**src/rtl/gtal_pkg.sv**
```systemverilog
// Package with shared constants, reset values and types of the gas and temperature alarm.
`default_nettype none

package gtal_pkg;

    // Default values of the top-level parameters.
    localparam int DEF_WINDOW_LEN          = 10;
    localparam int DEF_SAMPLE_PERIOD_TICKS = 10;
    localparam int DEF_ADC_BITS            = 12;

    // Configuration port.
    localparam int CFG_IDX_W  = 3;
    localparam int CFG_DATA_W = 16;

    // Register widths.
    localparam int CODE_W  = 4;
    localparam int LIMIT_W = 16;
    localparam int BLINK_W = 8;
    localparam int SMALL_W = 3;

    // Register reset values.
    localparam logic [CODE_W-1:0]  RST_UNLOCK_CODE      = 4'd3;
    localparam logic [LIMIT_W-1:0] RST_OVERHEAT_LIMIT   = 16'd6206;
    localparam logic [BLINK_W-1:0] RST_GAS_BLINK_TICKS  = 8'd100;
    localparam logic [BLINK_W-1:0] RST_TEMP_BLINK_TICKS = 8'd50;
    localparam logic [BLINK_W-1:0] RST_BOTH_BLINK_TICKS = 8'd10;
    localparam logic [SMALL_W-1:0] RST_DEBOUNCE_TICKS   = 3'd4;
    localparam logic [SMALL_W-1:0] RST_MAX_WRONG_CODES  = 3'd5;

    // Saturation points of the counters.
    localparam logic [SMALL_W-1:0] SMALL_CNT_MAX = 3'd7;
    localparam logic [BLINK_W-1:0] BLINK_CNT_MAX = 8'd255;

    // Result beat layout.
    localparam int OUT_FIELDS_W = 5;
    localparam int OUT_TDATA_W  = 8;

    typedef enum logic [CFG_IDX_W-1:0] {
        CFG_UNLOCK_CODE      = 3'd0,
        CFG_OVERHEAT_LIMIT   = 3'd1,
        CFG_GAS_BLINK_TICKS  = 3'd2,
        CFG_TEMP_BLINK_TICKS = 3'd3,
        CFG_BOTH_BLINK_TICKS = 3'd4,
        CFG_DEBOUNCE_TICKS   = 3'd5,
        CFG_MAX_WRONG_CODES  = 3'd6
    } t_cfg_idx;

    typedef enum logic [1:0] {
        PH_UP        = 2'd0,
        PH_DOWN      = 2'd1,
        PH_PRESSING  = 2'd2,
        PH_RELEASING = 2'd3
    } t_dbnc_phase;

endpackage

`default_nettype wire

```
**src/rtl/gtal_window.sv**
```systemverilog
// Temperature sample window: decimation counter, sliding window, running sum and over-temperature flag.
`default_nettype none

module gtal_window
    import gtal_pkg::*;
#(
    parameter int WINDOW_LEN          = DEF_WINDOW_LEN,
    parameter int SAMPLE_PERIOD_TICKS = DEF_SAMPLE_PERIOD_TICKS,
    parameter int ADC_BITS            = DEF_ADC_BITS
) (
    input  wire logic                i_clk,
    input  wire logic                i_rst_n,
    input  wire logic                i_tick,
    input  wire logic [ADC_BITS-1:0] i_sample,
    input  wire logic [LIMIT_W-1:0]  i_limit,
    output logic                     o_overheat_nxt
);

    localparam int IDX_W  = $clog2(WINDOW_LEN);
    localparam int FILL_W = $clog2(WINDOW_LEN + 1);
    localparam int CNT_W  = (SAMPLE_PERIOD_TICKS > 1) ? $clog2(SAMPLE_PERIOD_TICKS) : 1;
    localparam int SUM_W  = ADC_BITS + IDX_W;
    localparam int CMP_W  = (SUM_W > LIMIT_W) ? SUM_W : LIMIT_W;

    localparam logic [FILL_W-1:0] FILL_FULL  = FILL_W'(WINDOW_LEN);
    localparam logic [IDX_W:0]    SLOT_END   = (IDX_W + 1)'(WINDOW_LEN);
    localparam logic [CNT_W:0]    PERIOD_END = (CNT_W + 1)'(SAMPLE_PERIOD_TICKS);

    logic [ADC_BITS-1:0] r_window [WINDOW_LEN];
    logic [SUM_W-1:0]    r_sum, n_sum;
    logic [FILL_W-1:0]   r_fill, n_fill;
    logic [IDX_W-1:0]    r_slot, n_slot;
    logic [CNT_W-1:0]    r_tick_cnt, n_tick_cnt;
    logic                r_overheat;

    logic                take;
    logic                full;
    logic [IDX_W-1:0]    wr_addr;
    logic [ADC_BITS-1:0] oldest;
    logic [CNT_W:0]      tick_inc;
    logic [IDX_W:0]      slot_inc;

    assign full     = (r_fill >= FILL_FULL);
    assign tick_inc = {1'b0, r_tick_cnt} + 1'b1;
    assign take     = i_tick && (tick_inc >= PERIOD_END);
    assign wr_addr  = full ? r_slot : r_fill[IDX_W-1:0];
    assign oldest   = r_window[r_slot];
    assign slot_inc = {1'b0, r_slot} + 1'b1;

    always_comb begin
        n_tick_cnt     = r_tick_cnt;
        n_sum          = r_sum;
        n_fill         = r_fill;
        n_slot         = r_slot;
        o_overheat_nxt = r_overheat;
        if (i_tick) begin
            n_tick_cnt = take ? '0 : tick_inc[CNT_W-1:0];
        end
        if (take) begin
            if (!full) begin
                n_sum  = r_sum + SUM_W'(i_sample);
                n_fill = r_fill + 1'b1;
            end else begin
                // The oldest slot has been written during the first fill.
                n_sum          = r_sum - SUM_W'(oldest) + SUM_W'(i_sample);
                n_slot         = (slot_inc >= SLOT_END) ? '0 : slot_inc[IDX_W-1:0];
                o_overheat_nxt = (CMP_W'(n_sum) > CMP_W'(i_limit));
            end
        end
    end

    always_ff @(posedge i_clk) begin
        if (!i_rst_n) begin
            r_sum      <= '0;
            r_fill     <= '0;
            r_slot     <= '0;
            r_tick_cnt <= '0;
            r_overheat <= 1'b0;
        end else begin
            r_sum      <= n_sum;
            r_fill     <= n_fill;
            r_slot     <= n_slot;
            r_tick_cnt <= n_tick_cnt;
            r_overheat <= o_overheat_nxt;
        end
    end

    always_ff @(posedge i_clk) begin
        if (take) begin
            r_window[wr_addr] <= i_sample;
        end
    end

endmodule

`default_nettype wire

```
**src/rtl/gas_temp_alarm_with_code_lock.sv**
```systemverilog
// Top level of the gas and temperature alarm with a code lock.
//
// One input beat stands for one 10 ms tick. s_axis_tdata carries the gas level,
// the enter button level, the four code buttons and a temperature ADC sample.
// Each accepted beat produces exactly one result beat on the master side with
// the alarm LED, error LED, blocked LED, alarm state and over-temperature flag.
// The result of an accepted beat is registered at the edge that accepts it and is
// valid in the next cycle. One beat is taken per cycle while the receiver takes
// each result; all per-tick work is a single pass of logic from the accepted beat
// into the state and the result register.
// The result register parts the two sides: a new beat is accepted whenever the
// result register is empty or is being taken in the same cycle. While the
// receiver stalls, the pending result holds and at most one further beat waits
// upstream.
// The configuration port writes one register per enabled clock edge. It is to be
// used only while no beat is in flight; the block itself does not enforce this.
// Reset (synchronous, active low) restores every register to its default,
// empties the sample window and clears the alarm, debounce and lockout state.
`default_nettype none

module gas_temp_alarm_with_code_lock
    import gtal_pkg::*;
#(
    parameter int WINDOW_LEN          = DEF_WINDOW_LEN,
    parameter int SAMPLE_PERIOD_TICKS = DEF_SAMPLE_PERIOD_TICKS,
    parameter int ADC_BITS            = DEF_ADC_BITS,
    localparam int IN_FIELDS_W        = 6 + ADC_BITS,
    localparam int IN_TDATA_W         = ((IN_FIELDS_W + 7) / 8) * 8
) (
    input  wire logic                  i_clk,
    input  wire logic                  i_rst_n,
    input  wire logic                  s_axis_tvalid,
    output logic                       s_axis_tready,
    // bit 0 gas_present, bit 1 enter_level, code_buttons, temp_sample, zero fill
    input  wire logic [IN_TDATA_W-1:0] s_axis_tdata,
    output logic                       m_axis_tvalid,
    input  wire logic                  m_axis_tready,
    // bit 0 alarm_led, wrong_code_led, blocked_led, alarm_active, overheat, zero fill
    output logic [OUT_TDATA_W-1:0]     m_axis_tdata,
    input  wire logic                  i_cfg_we,
    input  wire logic [CFG_IDX_W-1:0]  i_cfg_idx,
    input  wire logic [CFG_DATA_W-1:0] i_cfg_data
);

    // Configuration registers.
    logic [CODE_W-1:0]  r_unlock_code;
    logic [LIMIT_W-1:0] r_limit;
    logic [BLINK_W-1:0] r_gas_blink;
    logic [BLINK_W-1:0] r_temp_blink;
    logic [BLINK_W-1:0] r_both_blink;
    logic [SMALL_W-1:0] r_dbnc_ticks;
    logic [SMALL_W-1:0] r_max_wrong;

    // Alarm, blink, debounce and lockout state.
    logic               r_alarm, n_alarm;
    logic               r_gas_l, n_gas_l;
    logic               r_heat_l, n_heat_l;
    logic               r_led, n_led;
    logic [BLINK_W-1:0] r_blink_cnt, n_blink_cnt;
    t_dbnc_phase        r_phase, n_phase;
    logic [SMALL_W-1:0] r_dbnc_cnt, n_dbnc_cnt;
    logic [SMALL_W-1:0] r_wrong, n_wrong;
    logic               r_err_led, n_err_led;
    logic [1:0]         r_rel_cnt, n_rel_cnt;

    // Result register.
    logic                    r_m_valid;
    logic [OUT_TDATA_W-1:0]  r_m_data, n_m_data;

    logic                s_fire;
    logic                in_gas;
    logic                in_enter;
    logic [CODE_W-1:0]   in_buttons;
    logic [ADC_BITS-1:0] in_sample;
    logic                overheat_nxt;

    assign s_axis_tready = !r_m_valid || m_axis_tready;
    assign s_fire        = s_axis_tvalid && s_axis_tready;
    assign m_axis_tvalid = r_m_valid;
    assign m_axis_tdata  = r_m_data;

    assign in_gas     = s_axis_tdata[0];
    assign in_enter   = s_axis_tdata[1];
    assign in_buttons = s_axis_tdata[5:2];
    assign in_sample  = s_axis_tdata[6 +: ADC_BITS];

    gtal_window #(
        .WINDOW_LEN          (WINDOW_LEN),
        .SAMPLE_PERIOD_TICKS (SAMPLE_PERIOD_TICKS),
        .ADC_BITS            (ADC_BITS)
    ) u_window (
        .i_clk          (i_clk),
        .i_rst_n        (i_rst_n),
        .i_tick         (s_fire),
        .i_sample       (in_sample),
        .i_limit        (r_limit),
        .o_overheat_nxt (overheat_nxt)
    );

    always_ff @(posedge i_clk) begin
        if (!i_rst_n) begin
            r_unlock_code <= RST_UNLOCK_CODE;
            r_limit       <= RST_OVERHEAT_LIMIT;
            r_gas_blink   <= RST_GAS_BLINK_TICKS;
            r_temp_blink  <= RST_TEMP_BLINK_TICKS;
            r_both_blink  <= RST_BOTH_BLINK_TICKS;
            r_dbnc_ticks  <= RST_DEBOUNCE_TICKS;
            r_max_wrong   <= RST_MAX_WRONG_CODES;
        end else if (i_cfg_we) begin
            case (i_cfg_idx)
                CFG_UNLOCK_CODE:      r_unlock_code <= i_cfg_data[CODE_W-1:0];
                CFG_OVERHEAT_LIMIT:   r_limit       <= i_cfg_data[LIMIT_W-1:0];
                CFG_GAS_BLINK_TICKS:  r_gas_blink   <= i_cfg_data[BLINK_W-1:0];
                CFG_TEMP_BLINK_TICKS: r_temp_blink  <= i_cfg_data[BLINK_W-1:0];
                CFG_BOTH_BLINK_TICKS: r_both_blink  <= i_cfg_data[BLINK_W-1:0];
                CFG_DEBOUNCE_TICKS:   r_dbnc_ticks  <= i_cfg_data[SMALL_W-1:0];
                CFG_MAX_WRONG_CODES:  r_max_wrong   <= i_cfg_data[SMALL_W-1:0];
                default: begin
                end
            endcase
        end
    end

    always_comb begin
        logic [BLINK_W-1:0] period;
        logic               release_evt;
        logic [1:0]         rel_inc;

        n_alarm     = r_alarm;
        n_gas_l     = r_gas_l;
        n_heat_l    = r_heat_l;
        n_led       = r_led;
        n_blink_cnt = r_blink_cnt;
        n_phase     = r_phase;
        n_dbnc_cnt  = r_dbnc_cnt;
        n_wrong     = r_wrong;
        n_err_led   = r_err_led;
        n_rel_cnt   = r_rel_cnt;
        release_evt = 1'b0;
        rel_inc     = r_rel_cnt + 1'b1;
        period      = r_temp_blink;

        if (s_fire) begin
            if (in_gas) begin
                n_gas_l = 1'b1;
                n_alarm = 1'b1;
            end
            if (overheat_nxt) begin
                n_heat_l = 1'b1;
                n_alarm  = 1'b1;
            end

            if (n_alarm) begin
                if (n_gas_l && n_heat_l) begin
                    period = r_both_blink;
                end else if (n_gas_l) begin
                    period = r_gas_blink;
                end
                if (r_blink_cnt < BLINK_CNT_MAX) begin
                    n_blink_cnt = r_blink_cnt + 1'b1;
                end
                if ((n_gas_l || n_heat_l) && (n_blink_cnt >= period)) begin
                    n_blink_cnt = '0;
                    n_led       = !r_led;
                end
            end else begin
                n_led    = 1'b0;
                n_gas_l  = 1'b0;
                n_heat_l = 1'b0;
            end

            // Button handling stops once the wrong-code limit is reached, until reset or a higher limit is written.
            if (r_wrong < r_max_wrong) begin
                case (r_phase)
                    PH_UP: begin
                        if (in_enter) begin
                            n_phase    = PH_PRESSING;
                            n_dbnc_cnt = '0;
                        end
                    end
                    PH_DOWN: begin
                        if (!in_enter) begin
                            n_phase    = PH_RELEASING;
                            n_dbnc_cnt = '0;
                        end
                    end
                    PH_PRESSING: begin
                        if (r_dbnc_cnt >= r_dbnc_ticks) begin
                            n_phase = in_enter ? PH_DOWN : PH_UP;
                        end
                        if (r_dbnc_cnt < SMALL_CNT_MAX) begin
                            n_dbnc_cnt = r_dbnc_cnt + 1'b1;
                        end
                    end
                    PH_RELEASING: begin
                        if (r_dbnc_cnt >= r_dbnc_ticks) begin
                            n_phase     = in_enter ? PH_DOWN : PH_UP;
                            release_evt = !in_enter;
                        end
                        if (r_dbnc_cnt < SMALL_CNT_MAX) begin
                            n_dbnc_cnt = r_dbnc_cnt + 1'b1;
                        end
                    end
                    default: begin
                        n_phase = PH_UP;
                    end
                endcase
            end

            // A debounced release either counts toward clearing the error LED
            // or, with the alarm on, checks the code.
            if (release_evt) begin
                if (r_err_led) begin
                    if (rel_inc >= 2'd2) begin
                        n_err_led = 1'b0;
                        n_rel_cnt = '0;
                    end else begin
                        n_rel_cnt = rel_inc;
                    end
                end else if (n_alarm) begin
                    if (in_buttons == r_unlock_code) begin
                        n_alarm = 1'b0;
                        n_wrong = '0;
                    end else begin
                        n_err_led = 1'b1;
                        if (r_wrong < SMALL_CNT_MAX) begin
                            n_wrong = r_wrong + 1'b1;
                        end
                    end
                end
            end
        end

        n_m_data = {{(OUT_TDATA_W - OUT_FIELDS_W){1'b0}},
                    overheat_nxt, n_alarm, (n_wrong >= r_max_wrong), n_err_led, n_led};
    end

    always_ff @(posedge i_clk) begin
        if (!i_rst_n) begin
            r_alarm     <= 1'b0;
            r_gas_l     <= 1'b0;
            r_heat_l    <= 1'b0;
            r_led       <= 1'b0;
            r_blink_cnt <= '0;
            r_phase     <= PH_UP;
            r_dbnc_cnt  <= '0;
            r_wrong     <= '0;
            r_err_led   <= 1'b0;
            r_rel_cnt   <= '0;
        end else begin
            r_alarm     <= n_alarm;
            r_gas_l     <= n_gas_l;
            r_heat_l    <= n_heat_l;
            r_led       <= n_led;
            r_blink_cnt <= n_blink_cnt;
            r_phase     <= n_phase;
            r_dbnc_cnt  <= n_dbnc_cnt;
            r_wrong     <= n_wrong;
            r_err_led   <= n_err_led;
            r_rel_cnt   <= n_rel_cnt;
        end
    end

    always_ff @(posedge i_clk) begin
        if (!i_rst_n) begin
            r_m_valid <= 1'b0;
        end else if (s_fire) begin
            r_m_valid <= 1'b1;
        end else if (m_axis_tready) begin
            r_m_valid <= 1'b0;
        end
    end

    always_ff @(posedge i_clk) begin
        if (s_fire) begin
            r_m_data <= n_m_data;
        end
    end

endmodule

`default_nettype wire

```
**config.mk**
```make
export PLATFORM = sky130hd
export DESIGN_NAME = gas_temp_alarm_with_code_lock
export DESIGN_NICKNAME = d
export VERILOG_FILES = /design/src/rtl/gtal_pkg.sv /design/src/rtl/gtal_window.sv /design/src/rtl/gas_temp_alarm_with_code_lock.sv
export SDC_FILE = /design/constraint.sdc
export NUM_CORES = 1
export LEC_CHECK = 0
export ABC_AREA = 1
export BUFFER_PORTS_ARGS = -buffer_cell sky130_fd_sc_hd__buf_2
export CORE_MARGIN = 2
export CORE_UTILIZATION = 47
export DETAILED_ROUTE_END_ITERATION = 8
export HOLD_SLACK_MARGIN = 0.12
export PLACE_DENSITY = 0.65
export SETUP_SLACK_MARGIN = 0.4
export SLEW_MARGIN = 10
export SYNTH_ARGS = -nofsm -noshare
export SYNTH_HDL_FRONTEND = slang
export SYNTH_SLANG_ARGS = --single-unit
```
**constraint.sdc**
```tcl
create_clock -name i_clk -period 12.7 [get_ports i_clk]
set_input_delay 0.635 -clock i_clk [delete_from_list [all_inputs] [get_ports i_clk]]
set_output_delay 0.635 -clock i_clk [all_outputs]
set_load 0.02 [all_outputs]
```
==> impl_results.md, run 1 <==
* Fraction of layout cells with a size suffix above 1 at 0.0968
* Final nets at roughly 1500
* Buffers on Ports at between 40 and 50
* Fill count at 2411
* Fin crit share at 0.576
* Initial DRT Pass Iterations at 5
* Worst-Margin Slew at approximately 1200 ps
* Die Width at around 170 um
* HP Start: i_cfg_data[12]
* Die area at 27400 sq um
* Synth top area share at 0.306
* Switching Fraction at 0.227
* Prevailing post-synth register cell: edfxtp_1
* Root Buffer: clkbuf_16
* Clock skew at a little over 8 ps
* Avg Synthesized Cell Area at ~9.0 sq um
* Initial antenna violation count at 0
* Slew margin rel. at 0.224
* Pleak at 0.00568 uW
* Final Hold Fails at 0
* Initial Utilization at 0.475
* Clk_lat worst skew at 540 ps
* DR WL/cell at ~15 um
* Cell Rows at between 50 and 60
* Core ar. at roughly 26000 sq um
* Critical path arrival at between 7000 and 8000 ps
* First-pass GRT wire length at around 43000 um
* Final min period at between 7000 and 8000 ps
* Routed WL at ~27000 um
* GR Overflow Total at 0
* Sequential share of the synthesized area at 0.480
* CTS max path bufs at 3
* Worst hold slack at 345 ps
* Post-synth EDFFs at roughly 130
* Logic pwr share at 0.074
* GP Congestion at between 0.8 and 0.9
* Post-CTS Setup Inserts at 0
* TritonCTS Buffers at 25
* Outcome: finished, final reports clean
* Setup TNS at 0 ps
* CTS tree: done
* Critical path class: flop to flop
* Max_cap viols at 0
* Final design utilization at 0.531
* Drt drc at 0
* Number of synthesized register bits at around 230
* Worst path most repeated cell: o21ai_0
* RSZ-0062 raised after global routing: false
* Class of the worst hold path: input pin to flop
* DP Wirelength at approximately 18000 um
* Ys async rst share at 0
* Syn-to-layout area delta at 11.6%
* Final Max Slew Viols at 0
* Largest net degree at the start of global routing at 85
* Post-synth cell types at a little over 50
* GRT Util Overall at 0.190
* Clk sinks at around 230
* Power, Total at around 1700 uW
* Worst R2R End: m_axis_tdata[0]$_DFFE_PP_
* Crit. End Element: flop
* Drt initial violations at about 510
* Die Ht at between 150 and 200 um
* Io pins at 58
* Final setup fails at 0
* FMAX at between 0.1 and 0.15 GHz
* Multi-input logic area at about 5400 sq um
* Sequential cell area at between 5000 and 6000 sq um
* Synth top area cells: edfxtp_1, dfxtp_1, ha_1, inv_1, nand2_1
* # resized after CTS at 0
* Clock slew at reported path FFs at approximately 60 ps
* Hold EP: r_limit[12]$_SDFFE_PN1P_
* CP Launch Type: flop
* Power density over cell area at 125 nW/um^2
* Slowest cell on crit path: buf_4
* Ys Warns at 0
* Slowest stage delay, CP at roughly 760 ps
* Via/cell ratio at approximately 5.2
* Antenna diode count at 0
* Worst IR Drop VDD at 0.0000978 V
* Synth area leader: edfxtp_1
* CTS Hold Buffers Added at 0
* Seq pwr share at 0.470
* Via count at about 9200
* Clock share of power at 0.455
* Net switching power at just under 400 uW
* Internal Power at around 1300 uW
* R2R Setup Slk at 5380 ps
* CP Data Required Time at 13000 ps
* Routed Antenna Nets at 0
* Mapped Cells at ~1400
* Post-Syn Area at roughly 12000 sq um
* Most frequent cells in the layout: inv_1, nand2_1, edfxtp_1, a21oi_1, o21ai_0
* Worst Path Max Fanout at 84
* H-tree Lvls at 1
* Hold path depth at 3
* Vias in the first global route at a little under 9000
* FF-to-FF path depth at 35
## cell usage after synthesis (15+ instances only)
cell and n:
inv_1 206, nand2_1 206, edfxtp_1 125, a21oi_1 112, o21ai_0 108, dfxtp_1 107
nor2_1 96, ha_1 72, nand3_1 56, o211ai_1 41, mux2i_1 36, clkbuf_1 25
xor2_1 21, nor3_1 18, nand4_1 15
## layer usage
metal | up-vias | wire, um | GRT usage
met5 | - | 0 | 0
met4 | 0 | 522 | 0.0431
met3 | 40 | 1050 | 0.0256
met2 | 148 | 12900 | 0.334
met1 | 4299 | 12100 | 0.251
li1 | 4701 | - | -
## flip-flops by register name (all words and copies together) (netlist names), 2 cells and up, named ones only
signal	cells
m_axis_tdata	5
r_blink_cnt	8
r_both_blink	8
r_dbnc_cnt	3
r_dbnc_ticks	3
r_gas_blink	8
r_limit	16
r_max_wrong	3
r_rel_cnt	2
r_temp_blink	8
r_unlock_code	4
r_wrong	3
u_window.r_fill	4
u_window.r_slot	4
u_window.r_sum	16
u_window.r_tick_cnt	4
u_window.r_window	120
## layout make-up
cell class / instances / area share
clock buffer: 37 / 0.0534
sequential: 232 / 0.430
multi-input combinational: 882 / 0.394
clock inverter: 9 / 0.0116
tap: 335 / 0.0306
inverter: 207 / 0.0567
timing repair buffer: 59 / 0.0235
## worst max-delay path: cells and delay by family, from the launching register on
family / cells / cell delay, ps
XOR/XNOR: 1 / 270
flip-flops: 1 / 330
adder cells (fa/ha/maj): 4 / 1510
AND/OR/NAND/NOR: 10 / 1100
buffers and inverters: 4 / 910
AO/OA/AOI/OAI: 16 / 2900
## logic make-up after synthesis
group,Yosys count,synth area share
flip-flops,232,0.480
buffers and inverters,252,0.0824
other,1,0.000305
AND/OR/NAND/NOR,421,0.150
AO/OA/AOI/OAI,310,0.144
multiplexers,36,0.0293
adder cells (fa/ha/maj),85,0.0946
XOR/XNOR,27,0.0193
## worst max path at each step
| stage | to | depth (start not counted) | start |
|---|---|---|---|
| final | m_axis_tdata[0]$_DFFE_PP_ | 35 | flop |
| after global routing | m_axis_tdata[0]$_DFFE_PP_ | 35 | flop |
| after CTS | m_axis_tdata[0]$_DFFE_PP_ | 35 | flop |
| after detailed placement | m_axis_tdata[0]$_DFFE_PP_ | 35 | flop |
| after global placement | m_axis_tdata[0]$_DFFE_PP_ | 35 | flop |
| after floorplan | m_axis_tdata[0]$_DFFE_PP_ | 33 | flop |
## through the flow
step | instance area [sq um] | cells | worst slack (ps)
6_report | 13700 | 1761 | 5380
5_1_grt | 13700 | 1761 | 4770
4_1_cts | 13700 | 1761 | 5330
3_5_place_dp | 12800 | 1715 | 5380
3_3_place_gp | 12800 | 1715 | 5470
2_1_floorplan | 12300 | 1366 | 7110
## power groups by stage
stage / Clock, uW / Combinational, uW / Sequential, uW
floorplan: 0 / 89.0 / 823
global placement: 0 / 124 / 822
detailed placement: 0 / 128 / 822
CTS: 798 / 129 / 806
global route: 829 / 146 / 807
finish: 781 / 128 / 806
No activity file was read; power rests on OpenSTA's default activity.
==> inputs of run 2 (changes only) <==
- PLACE_DENSITY: 0.65 -> 0.67
- clock period: 12.7 -> 6.4 ns (I/O delays scaled with it)
==> run 2 against run 1 <==
- maximum frequency up 23%
- critical path depth up 1
- count of clock-buffer cells in the layout down 4
- clock skew up 4.7 ps
- via count up 4.3%
- highest routed layer unchanged
- combinational power up 140%
- critical endpoint unchanged
- flip-flop and latch count unchanged
- worst setup slack worse by 4900 ps
- final cell count up 3.0%
==> impl_results.md, run 2 (synthesis results as in run 1) <==
* Io pins at 58
* Via/cell ratio at between 5 and 6
* Cell Rows at a little under 60
* Outcome: finished, final reports clean
* CTS tree: done
* Max_cap viols at 0
* Die Width at 166 um
* Final Max Slew Viols at 0
* Switching Fraction at 0.243
* Clk sinks at 232
* Via count at between 9000 and 10000
* Final min period at approximately 5900 ps
* Net switching power at ~810 uW
* Slowest cell on crit path: fa_1
* DR WL/cell at 15.7 um
* GR Overflow Total at 0
* Slew margin rel. at 0.209
* TritonCTS Buffers at 25
* Buffers on Ports at between 40 and 50
* Final instance area at 14700 sq um
* CP Data Required Time at between 6000 and 7000 ps
* Final nets at 1593
* GRT Util Overall at 0.196
* Fill count at between 2000 and 2500
* Core ar. at about 26000 sq um
* Vias in the first global route at 9233
* Routed Antenna Nets at 0
* Logic pwr share at 0.092
* Drt drc at 0
* Fraction of layout cells with a size suffix above 1 at 0.168
* Worst IR Drop VDD at between 0.0002 and 0.00025 V
* Die Ht at 166 um
* Pleak at between 0.005 and 0.006 uW
* Clock skew at ~13 ps
* CTS max path bufs at 3
* Initial DRT Pass Iterations at 5
* DP Wirelength at about 19000 um
* Fin crit share at 0.927
* Slowest stage delay, CP at around 540 ps
* Initial Utilization at 0.475
* Final Hold Fails at 0
* Crit path max-delay family: compound AO/OA/AOI/OAI gates
* CP Launch Type: flop
* Root Buffer: clkbuf_16
* Routed WL at roughly 28000 um
* Seq pwr share at 0.478
* Class of the worst hold path: input pin to flop
* Die area at between 20000 and 30000 sq um
* Largest Register: u_window.r_window
* Initial antenna violation count at 0
* Syn-to-layout area delta at 19.3%
* Final setup fails at 0
* Leading registers by flop count: u_window.r_window: 120 flops, r_limit: 16 flops, u_window.r_sum: 16 flops
* Largest net degree at the start of global routing at just over 70
* Clock slew at reported path FFs at roughly 70 ps
* First-pass GRT wire length at around 45000 um
* CP bufs+invs at 7
* Placement Cell Area at approximately 13000 sq um
* Drt initial violations at 657
* Worst path most repeated cell: a21oi_2
* Most frequent cells in the layout: inv_1, nand2_1, edfxtp_1, dfxtp_1, a21oi_1
* GP Congestion at roughly 0.85
* Critical path arrival at between 6000 and 7000 ps
* Setup TNS at 0 ps
* Crit. End Element: flop
* FMAX at about 0.17 GHz
* Worst Path Max Fanout at 9
* Most common cell after layout, fill and taps aside: inv_1
* RSZ-0062 raised after global routing: true
* Internal Power at 2540 uW
* Largest register FFs at 120
* Critical path class: flop to flop
* H-tree Lvls at 1
* Antenna diode count at 0
* Worst-Margin Slew at ~1200 ps
* Clock share of power at 0.430
* Clk_lat worst skew at about 530 ps
* Power density over cell area at roughly 230 nW/um^2
## run 2: cell count changes in the layout (fill, tap and decap cells not counted), moves of 8 or more
cell and change:
o21ai_1 +17, o21ai_2 +13, buf_12 +8, a21oi_1 -16, ha_4 +10, a21oi_2 +15, ha_1 -11, dlygate4sd3_1 +14
buf_4 +22, o21ai_0 -31
## run 2: layer usage
layer | up-vias | global-route usage | share of wire
li1 | 4804 | - | -
met1 | 4581 | 0.251 | 0.44
met2 | 159 | 0.356 | 0.50
met3 | 43 | 0.0239 | 0.036
met4 | 0 | 0.0446 | 0.019
met5 | - | 0 | 0
## run 2: layout make-up
type                            instances  area [sq um]  share of cell area
Clock buffer                           33           708              0.0483
Timing Repair Buffer                  112           941              0.0642
Inverter                              207           777              0.0530
Tap cell                              335           419              0.0286
Clock inverter                         13           119             0.00811
Sequential cell                       232          5900               0.403
Multi-Input combinational cell        882          5790               0.395
## run 2: final timing paths
path / slack [ps] / end / cells past startpoint / startpoint
max: 460 / m_axis_tdata[0]$_DFFE_PP_ / 36 / flop
min: 130 / u_window.r_window[4][1]$_DFFE_PP_ / 1 / s_axis_tdata[7]
max reg2reg: 460 / m_axis_tdata[0]$_DFFE_PP_ / 36 / flop
min reg2reg: 450 / r_temp_blink[3]$_SDFFE_PN0P_ / 2 / r_temp_blink[3]$_SDFFE_PN0P_
## run 2: power groups by stage
stage	sequential, uW	combinational (uW)	clock (uW)
4_1_cts	1600	277	1470
5_1_grt	1600	347	1530
2_1_floorplan	1630	177	0
3_5_place_dp	1630	259	0
3_3_place_gp	1630	250	0
6_report	1600	310	1440
## run 2: through the flow
stage / cells / util / hold WS [ps] / setup slack, ps / power [uW]
finish: 1814 / 0.567 / 133 / 464 / 3350
global route: 1814 / 0.567 / 145 / 186 / 3470
CTS: 1796 / 0.546 / 121 / 391 / 3340
detailed placement: 1732 / 0.502 / 445 / 184 / 1890
global placement: 1732 / 0.502 / 439 / 274 / 1880
floorplan: 1366 / - / 419 / 807 / 1810
## run 2: repair_timing
| action | 4_1_cts | 5_1_grt |
|---|---|---|
| cloned | 1 | 2 |
| pin swaps | 12 | 50 |
| endpoints found under the hold margin | 22 | 0 |
| endpoints found under the setup margin | 10 | 10 |
| resized for setup | 31 | 95 |
| buffers inserted | 3 | 16 |
| hold buffers | 14 | 0 |
## run 2: worst register-to-register path: cells and delay by family (launching register included)
family / cells / cell delay (ps)
adder cells (fa/ha/maj): 4 / 1300
AO/OA/AOI/OAI: 15 / 2090
multiplexers: 1 / 190
buffers and inverters: 7 / 730
AND/OR/NAND/NOR: 8 / 650
flip-flops: 1 / 470
XOR/XNOR: 1 / 270
==> inputs of run 3 (changes only) <==
- PLACE_DENSITY: 0.67 -> 0.66
==> run 3 against run 2 <==
- final cell count grew 0.33%
- maximum frequency grew 0.77%
- utilization grew 0.14 points
- clock power is essentially flat
- flip-flop and latch count is the same
- highest routed layer unchanged
==> impl_results.md, run 3 (synthesis results as in run 1) <==
* Largest register FFs at 120
* Clock share of power at 0.428
* Crit. End Element: flop
* Via count at 9426
* Final instance area at between 10000 and 15000 sq um
* Root Buffer: clkbuf_16
* Setup TNS at 0 ps
* Largest Register: u_window.r_window
* Vias in the first global route at ~9000
* HP Start: s_axis_tdata[7]
* CP Data Required Time at approximately 6700 ps
* GR Overflow Total at 0
* Slowest stage delay, CP at around 530 ps
* Power density over cell area at 227 nW/um^2
* Final setup fails at 0
* Routed Antenna Nets at 0
* TritonCTS Buffers at 25
* Switching Fraction at 0.237
* Clk_lat worst skew at 540 ps
* Seq pwr share at 0.480
* Class of the worst hold path: input pin to flop
* CTS tree: done
* Critical path arrival at approximately 6000 ps
* Drt drc at 0
* DR WL/cell at around 15 um
* Slew margin rel. at 0.257
* RSZ-0062 raised after global routing: true
* Logic pwr share at 0.091
* Max_cap viols at 0
* Syn-to-layout area delta at 19.6%
* CTS max path bufs at 3
* GRT busiest layer: met2
* Final Non-Filler Cells at between 1500 and 2000
* Fin crit share at 0.920
* Worst Path Max Fanout at 8
* Initial antenna violation count at 0
* Worst R2R End: m_axis_tdata[0]$_DFFE_PP_
* Fraction of layout cells with a size suffix above 1 at 0.161
* H-tree Lvls at 1
* Global Route met2 Usage at 0.345
* Drt initial violations at approximately 580
* Cell Rows at 59
* Core ar. at 25800 sq um
* Die area at 27400 sq um
* Buffers on Ports at 48
* Slowest cell on crit path: fa_1
* Die Width at about 170 um
* FF-to-FF path depth at 38
* Met3 Usage GRT at 0.0272
* Clock skew at between 10 and 15 ps
* Routing usage on met1 at 0.247
* Via/cell ratio at 5.18
* Largest net degree at the start of global routing at 72
* Final Max Slew Viols at 0
* Clock slew at reported path FFs at ~60 ps
* Final nets at 1600
* Routed WL at 27400 um
* Most frequent cells in the layout: inv_1, nand2_1, edfxtp_1, dfxtp_1, a21oi_1
* GRT Util Overall at 0.193
* Pleak at between 0.006 and 0.007 uW
* Leading registers by flop count: u_window.r_window: 120 flops, r_limit: 16 flops, u_window.r_sum: 16 flops
* Worst IR Drop VDD at between 0.0002 and 0.00025 V
* Clk sinks at 232
* Initial Utilization at 0.475
* Worst-Margin Slew at between 1000 and 1500 ps
* FMAX at 0.170 GHz
* Placed cells at around 1700
* DP Wirelength at about 19000 um
* Final min period at about 6000 ps
* First-pass GRT wire length at 44100 um
* Power, Total at roughly 3300 uW
* CP Launch Type: flop
* Die Ht at ~170 um
* Final Hold Fails at 0
* Placement Cell Area at 13100 sq um
* GP Congestion at between 0.8 and 0.9
* Net switching power at ~790 uW
* R2R Setup Slk at 510 ps
* CP Capture Point: m_axis_tdata[0]$_DFFE_PP_
* Initial DRT Pass Iterations at 5
* Antenna diode count at 0
* Critical path class: flop to flop
* Outcome: finished, final reports clean
* Worst path most repeated cell: nand2_1
* Internal Power at approximately 2500 uW
* Io pins at 58
-- run 3: power groups by stage --
stage               logic, uW  registers, uW  clock network (uW)
detailed placement        260           1630                   0
finish                    304           1600                1430
floorplan                 177           1630                   0
CTS                       273           1600                1460
global route              344           1600                1510
global placement          253           1630                   0
-- run 3: area by class of cell --
class,count,area [sq um]
clock buffers,31,679
clock inverters,14,129
fillers,2253,11100
inverters,207,777
multi-input cells,882,5760
flip-flops and latches,232,5900
well taps,335,419
repair buffers,119,1020
-- run 3: critical path: cells and delay by family (launching register included) --
| family | cells | cell delay, ps |
|---|---|---|
| DFF | 1 | 410 |
| AOI/OAI and AO/OA | 10 | 1320 |
| and+or+nand+nor | 19 | 1810 |
| buffers and inverters | 5 | 570 |
| adders and majority gates | 4 | 1530 |
-- run 3: repair_timing --
action / CTS / global route
gates resized for setup: 12 / 96
gates cloned: 0 / 5
hold endpoints to repair: 26 / 0
setup buffers: 7 / 12
pin swaps: 1 / 62
hold buffers: 15 / 0
endpoints found under the setup margin: 10 / 10
-- run 3: worst min path at each step --
stage | to | depth (start not counted)
after floorplan | u_window.r_window[0][0]$_DFFE_PP_ | 0
after global placement | r_temp_blink[4]$_SDFFE_PN1P_ | 2
after detailed placement | r_both_blink[3]$_SDFFE_PN1P_ | 2
after CTS | u_window.r_window[2][1]$_DFFE_PP_ | 1
after global routing | u_window.r_window[7][1]$_DFFE_PP_ | 1
final | u_window.r_window[2][1]$_DFFE_PP_ | 1
-- run 3: metal layers --
layer | up-vias | part of all wire
met1 | 4390 | 0.44
li1 | 4821 | -
met5 | - | 0
met3 | 39 | 0.039
met4 | 0 | 0.020
met2 | 176 | 0.50
-- run 3: through the flow --
stage,worst slack [ps],util,hold WS (ps)
floorplan,807,-,419
global placement,214,0.506,439
detailed placement,100,0.506,443
CTS,402,0.546,123
global route,171,0.569,141
finish,510,0.569,146
